## src/sv/bbe_pkg.sv

```systemverilog
// Shared types, constants and the reciprocal table of the 3x3 box blur.
// Used by bbe_avg, box_blur_3x3_edge_aware and the testbench; depends on nothing.
package bbe_pkg;

    localparam int DEF_MAX_WIDTH  = 1024;
    localparam int DEF_MAX_HEIGHT = 1024;

    localparam int CFG_W = 11;
    localparam logic [CFG_W-1:0] RST_WIDTH  = 11'd640;
    localparam logic [CFG_W-1:0] RST_HEIGHT = 11'd480;

    localparam logic REG_WIDTH  = 1'b0;
    localparam logic REG_HEIGHT = 1'b1;

    localparam int CH_W      = 8;
    localparam int RGB_W     = 3 * CH_W;
    localparam int SUM_W     = 12;
    localparam int NUM_W     = SUM_W + 1;
    localparam int CNT_W     = 4;
    localparam int RECIP_W   = 20;
    localparam int PROD_W    = NUM_W + RECIP_W;
    localparam int DIV_SHIFT = 20;
    localparam int POS_W     = 10;

    typedef struct packed {
        logic [CH_W-1:0] blue;
        logic [CH_W-1:0] green;
        logic [CH_W-1:0] red;
    } t_rgb;

    typedef struct packed {
        logic [2:0] rsel;
        logic [2:0] csel;
    } t_avg_sel;

    // ceil(2^DIV_SHIFT / (2*count)); exact floor for every numerator below 8192
    function automatic logic [RECIP_W-1:0] recip(input logic [CNT_W-1:0] cnt);
        logic [RECIP_W-1:0] m;
        case (cnt)
            4'd1:    m = 20'd524288;
            4'd2:    m = 20'd262144;
            4'd3:    m = 20'd174763;
            4'd4:    m = 20'd131072;
            4'd6:    m = 20'd87382;
            4'd9:    m = 20'd58255;
            default: m = '0;
        endcase
        return m;
    endfunction

endpackage

```

## src/sv/bbe_avg.sv

```systemverilog
// Masked 3x3 sum and rounded average, two pipeline stages (sum, multiply).
// Depends on bbe_pkg.
module bbe_avg (
    input  logic               i_clk,
    input  logic               i_rst_n,
    input  logic               i_valid,
    input  bbe_pkg::t_rgb      i_grid [9],
    input  bbe_pkg::t_avg_sel  i_sel,
    output logic               o_valid,
    output bbe_pkg::t_rgb      o_rgb
);

    logic [bbe_pkg::SUM_W-1:0]  sum_r, sum_g, sum_b;
    logic [1:0]                 nr, nc;
    logic [bbe_pkg::CNT_W-1:0]  cnt;

    logic                        r_v1, r_v2;
    logic [bbe_pkg::NUM_W-1:0]   r_num [3];
    logic [bbe_pkg::CNT_W-1:0]   r_cnt;
    logic [bbe_pkg::PROD_W-1:0]  r_prod [3];

    always_comb begin
        sum_r = '0;
        sum_g = '0;
        sum_b = '0;
        for (int k = 0; k < 3; k++) begin
            for (int m = 0; m < 3; m++) begin
                if (i_sel.rsel[k] && i_sel.csel[m]) begin
                    sum_r = sum_r + bbe_pkg::SUM_W'(i_grid[k*3+m].red);
                    sum_g = sum_g + bbe_pkg::SUM_W'(i_grid[k*3+m].green);
                    sum_b = sum_b + bbe_pkg::SUM_W'(i_grid[k*3+m].blue);
                end
            end
        end
        nr  = 2'($countones(i_sel.rsel));
        nc  = 2'($countones(i_sel.csel));
        cnt = bbe_pkg::CNT_W'(nr) * bbe_pkg::CNT_W'(nc);
    end

    always_ff @(posedge i_clk) begin
        if (!i_rst_n) begin
            r_v1 <= 1'b0;
            r_v2 <= 1'b0;
        end else begin
            r_v1 <= i_valid;
            r_v2 <= r_v1;
        end
    end

    always_ff @(posedge i_clk) begin
        r_num[0] <= {sum_r, 1'b0} + bbe_pkg::NUM_W'(cnt);
        r_num[1] <= {sum_g, 1'b0} + bbe_pkg::NUM_W'(cnt);
        r_num[2] <= {sum_b, 1'b0} + bbe_pkg::NUM_W'(cnt);
        r_cnt    <= cnt;
        for (int ch = 0; ch < 3; ch++) begin
            r_prod[ch] <= bbe_pkg::PROD_W'(r_num[ch]) *
                          bbe_pkg::PROD_W'(bbe_pkg::recip(r_cnt));
        end
    end

    assign o_valid     = r_v2;
    assign o_rgb.red   = r_prod[0][bbe_pkg::DIV_SHIFT +: bbe_pkg::CH_W];
    assign o_rgb.green = r_prod[1][bbe_pkg::DIV_SHIFT +: bbe_pkg::CH_W];
    assign o_rgb.blue  = r_prod[2][bbe_pkg::DIV_SHIFT +: bbe_pkg::CH_W];

endmodule

```

## config.mk

```make
export PLATFORM = sky130hd
export DESIGN_NAME = bbe_avg
export DESIGN_NICKNAME = d
export VERILOG_FILES = /design/src/sv/bbe_pkg.sv /design/src/sv/bbe_avg.sv
export SDC_FILE = /design/constraint.sdc
export NUM_CORES = 2
export LEC_CHECK = 0
export BUFFER_PORTS_ARGS = -buffer_cell sky130_fd_sc_hd__buf_2
export CORE_ASPECT_RATIO = 0.75
export CORE_UTILIZATION = 35
export DETAILED_ROUTE_END_ITERATION = 16
export PLACE_DENSITY_LB_ADDON = 0.3
export SKIP_CTS_REPAIR_TIMING = 1
export SYNTH_ARGS = -nofsm -noshare
export SYNTH_HDL_FRONTEND = slang
export SYNTH_SLANG_ARGS = --single-unit
```

## constraint.sdc

```tcl
create_clock -name i_clk -period 21.3 [get_ports i_clk]
set_input_delay 3.195 -clock i_clk [delete_from_list [all_inputs] [get_ports i_clk]]
set_output_delay 3.195 -clock i_clk [all_outputs]
set_load 0.01 [all_outputs]
```

==> metrics.md <==
| Metric | Value |
|---|---|
| Outcome | `finished, final reports clean` |
| Relative slew margins | `a little under a third` |
| Worst path bufs/invs | `2` |
| Share of cells above drive strength 1 | `10.43%` |
| Crit-path leading delay family | `compound AO/OA/AOI/OAI gates` |
| DRT Pass-1 Iters | `5` |
| CP arrival | `~14 ns` |
| Row count | `~90` |
| Tcrit/Tclk final | `65.97%` |
| Slew Limit Fails | `0` |
| Flops & latches, synth | `66` |
| RSZ-0062 raised after global routing | `no` |
| Most common library cells after synthesis | `inv_1, fa_1, ha_1` |
| Leak | `17.14 nW` |
| Initial Util | `around 36%` |
| Setup violations, final | `0` |
| DRT iter0 DRCs | `roughly 2000` |
| Num CTS Buffers | `9` |
| Largest net degree at the start of global routing | `48` |
| DRC | `0` |
| Total power | `0.002387 W` |
| Worst Skew | `roughly 0.034 ns` |
| Final hold violation count | `0` |
| Max clock buf depth | `2` |
| Clock sinks | `66` |
| Cell area after synthesis | `between 30000 and 40000 µm²` |
| Post-synth EDFFs | `0` |
| Maxcap violations | `0` |
| Cells after Synth | `3577` |
| Reg2reg setup slack | `roughly 13 ns` |
| HPWL after DPL | `around 81 mm` |
| Fin crit period | `14.05 ns` |
| R2r endpoint | `r_prod[0][93]$_DFF_P_` |
| Syn. warnings | `0` |
| Count leader, synth | `inv_1` |
| Hold Crit Class | `flop to flop` |
| Die width | `approximately 340 µm` |
| Nature of the critical path startpoint | `input pin` |
| Initial antenna violation count | `12` |
| Setup crit end kind | `flop` |
| CTS clk-pin slew, worst paths | `approximately 0.070 ns` |
| Worst path max stage delay | `0.60 ns` |
| Hold Path End | `o_valid$_SDFF_PN0_` |
| CTS tree | `built` |
| Vias in the first global route | `~25000` |
| Clk_lat worst skew | `around 0.40 ns` |
| Final non-filler cell total | `4939` |
| Tightest Pin Transition | `about 1.0 ns` |
| Wire per inst | `about 19 µm` |
| PD cells | `approximately 72 nW/µm²` |
| Synth cell types | `a little under 100` |
| Slowest-stage cell, CP | `buf_2` |
| RePlAce Congestion | `0.9460` |
| Crit-path max FO | `47` |
| Top-area cell type share of the netlist area | `31.73%` |
| Antenna Nets Post-Route | `0` |
| Biggest area consumer among synthesized cells | `fa_1` |
| Primary FF master, synth | `dfxtp_1` |
| Finished Core Util | `between 30% and 40%` |
| Core footprint | `~85000 µm²` |
| Die height | `between 200 and 300 µm` |
| Synth-to-layout area growth | `9.837%` |
| Worst Reg-to-Reg Cells | `27` |
| Nets | `between 4000 and 5000` |
| Layout fillers | `8772` |
| Sequential area share after synthesis | `roughly 4.4%` |
| Top post-synthesis cells by area | `fa_1, ha_1, inv_1, dfxtp_1, xnor2_1` |
| WP data required | `approximately 22 ns` |
| Crit path kind | `input pin to flop` |
| HP Start | `r_v1$_SDFF_PN0_` |
| H-tree levels | `3` |
| Total grt overflow | `0` |
| Fraction of registers with async set/reset | `0%` |
| Avg Inst Size Synth | `between 8 and 9 µm²` |
| Total negative slack | `0 ns` |
| Total vias in the final route | `approximately 25000` |
| Global-route wire length before repair | `146.6 mm` |
| DR vias/cell | `between 5 and 6` |
| Critical path depth in cells | `51` |
| Dpl cells | `4909` |
| Worst vdd ir | `0.00005307 V` |
| DRT Wirelength | `approximately 90 mm` |
| Worst flop-to-flop path startpoint | `r_cnt[0]$_DFF_P_` |
| Hold path depth | `1` |
| Port Buffers | `249` |
| Max Fclk | `a little over 70 MHz` |
| Die area | `87540 µm²` |
| GRT Total Usage | `about 22%` |
| CP dominant cell by count | `ha_1` |
| Top-Level Pins | `250` |
| Root Driver | `clkbuf_16` |
[power by group]
group          switching [W]  total, W  internal (W)
clock network      0.0000755  0.000184      0.000108
registers          0.0000634  0.000243      0.000179
logic                0.00112   0.00196      0.000839
[layer usage]
metal	wire, µm	share of wire, %	GRT usage (%)	up-vias
met5	0	0	0	-
met2	38740	42	31.86	796
met4	1802	1.9	4.970	0
met3	7982	8.6	5.227	89
li1	-	-	-	12180
met1	44010	48	31.73	12280
[logic make-up (layout without fill, tap and decap cells)]
logic type / count (synthesis) / count (layout) / synth area share [%]
AO/OA/AOI/OAI: 692 / 692 / 15.16
XOR/XNOR: 190 / 190 / 5.841
adder cells (fa/ha/maj): 850 / 850 / 47.04
buffers and inverters: 757 / 966 / 9.493
flip-flops: 66 / 66 / 4.372
multiplexers: 53 / 53 / 1.875
other: 2 / 27 / 0.02485
AND/OR/NAND/NOR: 967 / 967 / 16.20
[how the worst max path moves through the flow]
| stage | from | endpoint | slack (ns) |
|---|---|---|---|
| detailed placement | i_sel[3] | r_num[0][12]$_DFF_P_ | 6.95 |
| global placement | i_sel[3] | r_num[0][25]$_DFF_P_ | 7.21 |
| CTS | i_sel[3] | r_num[0][12]$_DFF_P_ | 7.33 |
| finish | i_sel[3] | r_num[0][12]$_DFF_P_ | 7.25 |
| global route | i_sel[3] | r_num[0][25]$_DFF_P_ | 6.29 |
| floorplan | i_sel[3] | r_num[0][12]$_DFF_P_ | 7.81 |
[through the flow]
| step | instance area (µm²) | hold slack (ns) | setup WS [ns] |
|---|---|---|---|
| 2_1_floorplan | 30260 | 0.4118 | 7.808 |
| 3_3_place_gp | 32830 | 0.4297 | 7.214 |
| 3_5_place_dp | 32830 | 0.4309 | 6.948 |
| 4_1_cts | 33160 | 0.4460 | 7.334 |
| 5_1_grt | 33180 | 0.4925 | 6.293 |
| 6_report | 33200 | 0.4467 | 7.248 |
[final cells by class]
class	count	area [µm²]	share of cell area [%]
timing repair buffer	276	1449	4.365
antenna	15	37.54	0.1131
tap	1128	1411	4.252
multi-input combinational	2764	26120	78.67
sequential	66	1321	3.980
inverter	675	2534	7.633
clock buffer	11	252.7	0.7614
clock inverter	4	75.07	0.2262
[placed cells by master, fill, tap and decap left out, types with 13 or more instances in the layout]
cell type / Yosys / routed
o31a_1: 18 / 18
nor3_1: 54 / 52
xor2_1: 53 / 53
a211oi_1: 25 / 25
ha_1: 365 / 365
mux2_2: 29 / 29
a31oi_1: 25 / 25
fa_1: 479 / 479
nand2b_1: 25 / 25
o21a_1: 51 / 51
nor2_1: 245 / 244
o21bai_1: 17 / 17
nand3_1: 25 / 25
buf_4: 2 / 27
nor3b_1: 13 / 13
and3_1: 61 / 61
inv_1: 674 / 674
a22oi_1: 17 / 17
o21ai_0: 157 / 157
buf_2: 10 / 249
dfxtp_1: 66 / 66
a21boi_0: 14 / 14
a21o_1: 61 / 61
nand2_1: 231 / 231
a21oi_1: 166 / 166
or3_1: 16 / 16
xnor2_1: 125 / 125
nor2b_1: 47 / 47
diode_2: 0 / 15
or2_2: 36 / 36
mux2i_1: 24 / 24
and2_1: 157 / 157
[sequential cells by signal, indices dropped and copies added, names as in the netlist]
name / flops
r_cnt: 4
r_num: 36
r_v1: 1
o_valid: 1
r_prod: 24
Power figures use the tool's default switching activity.
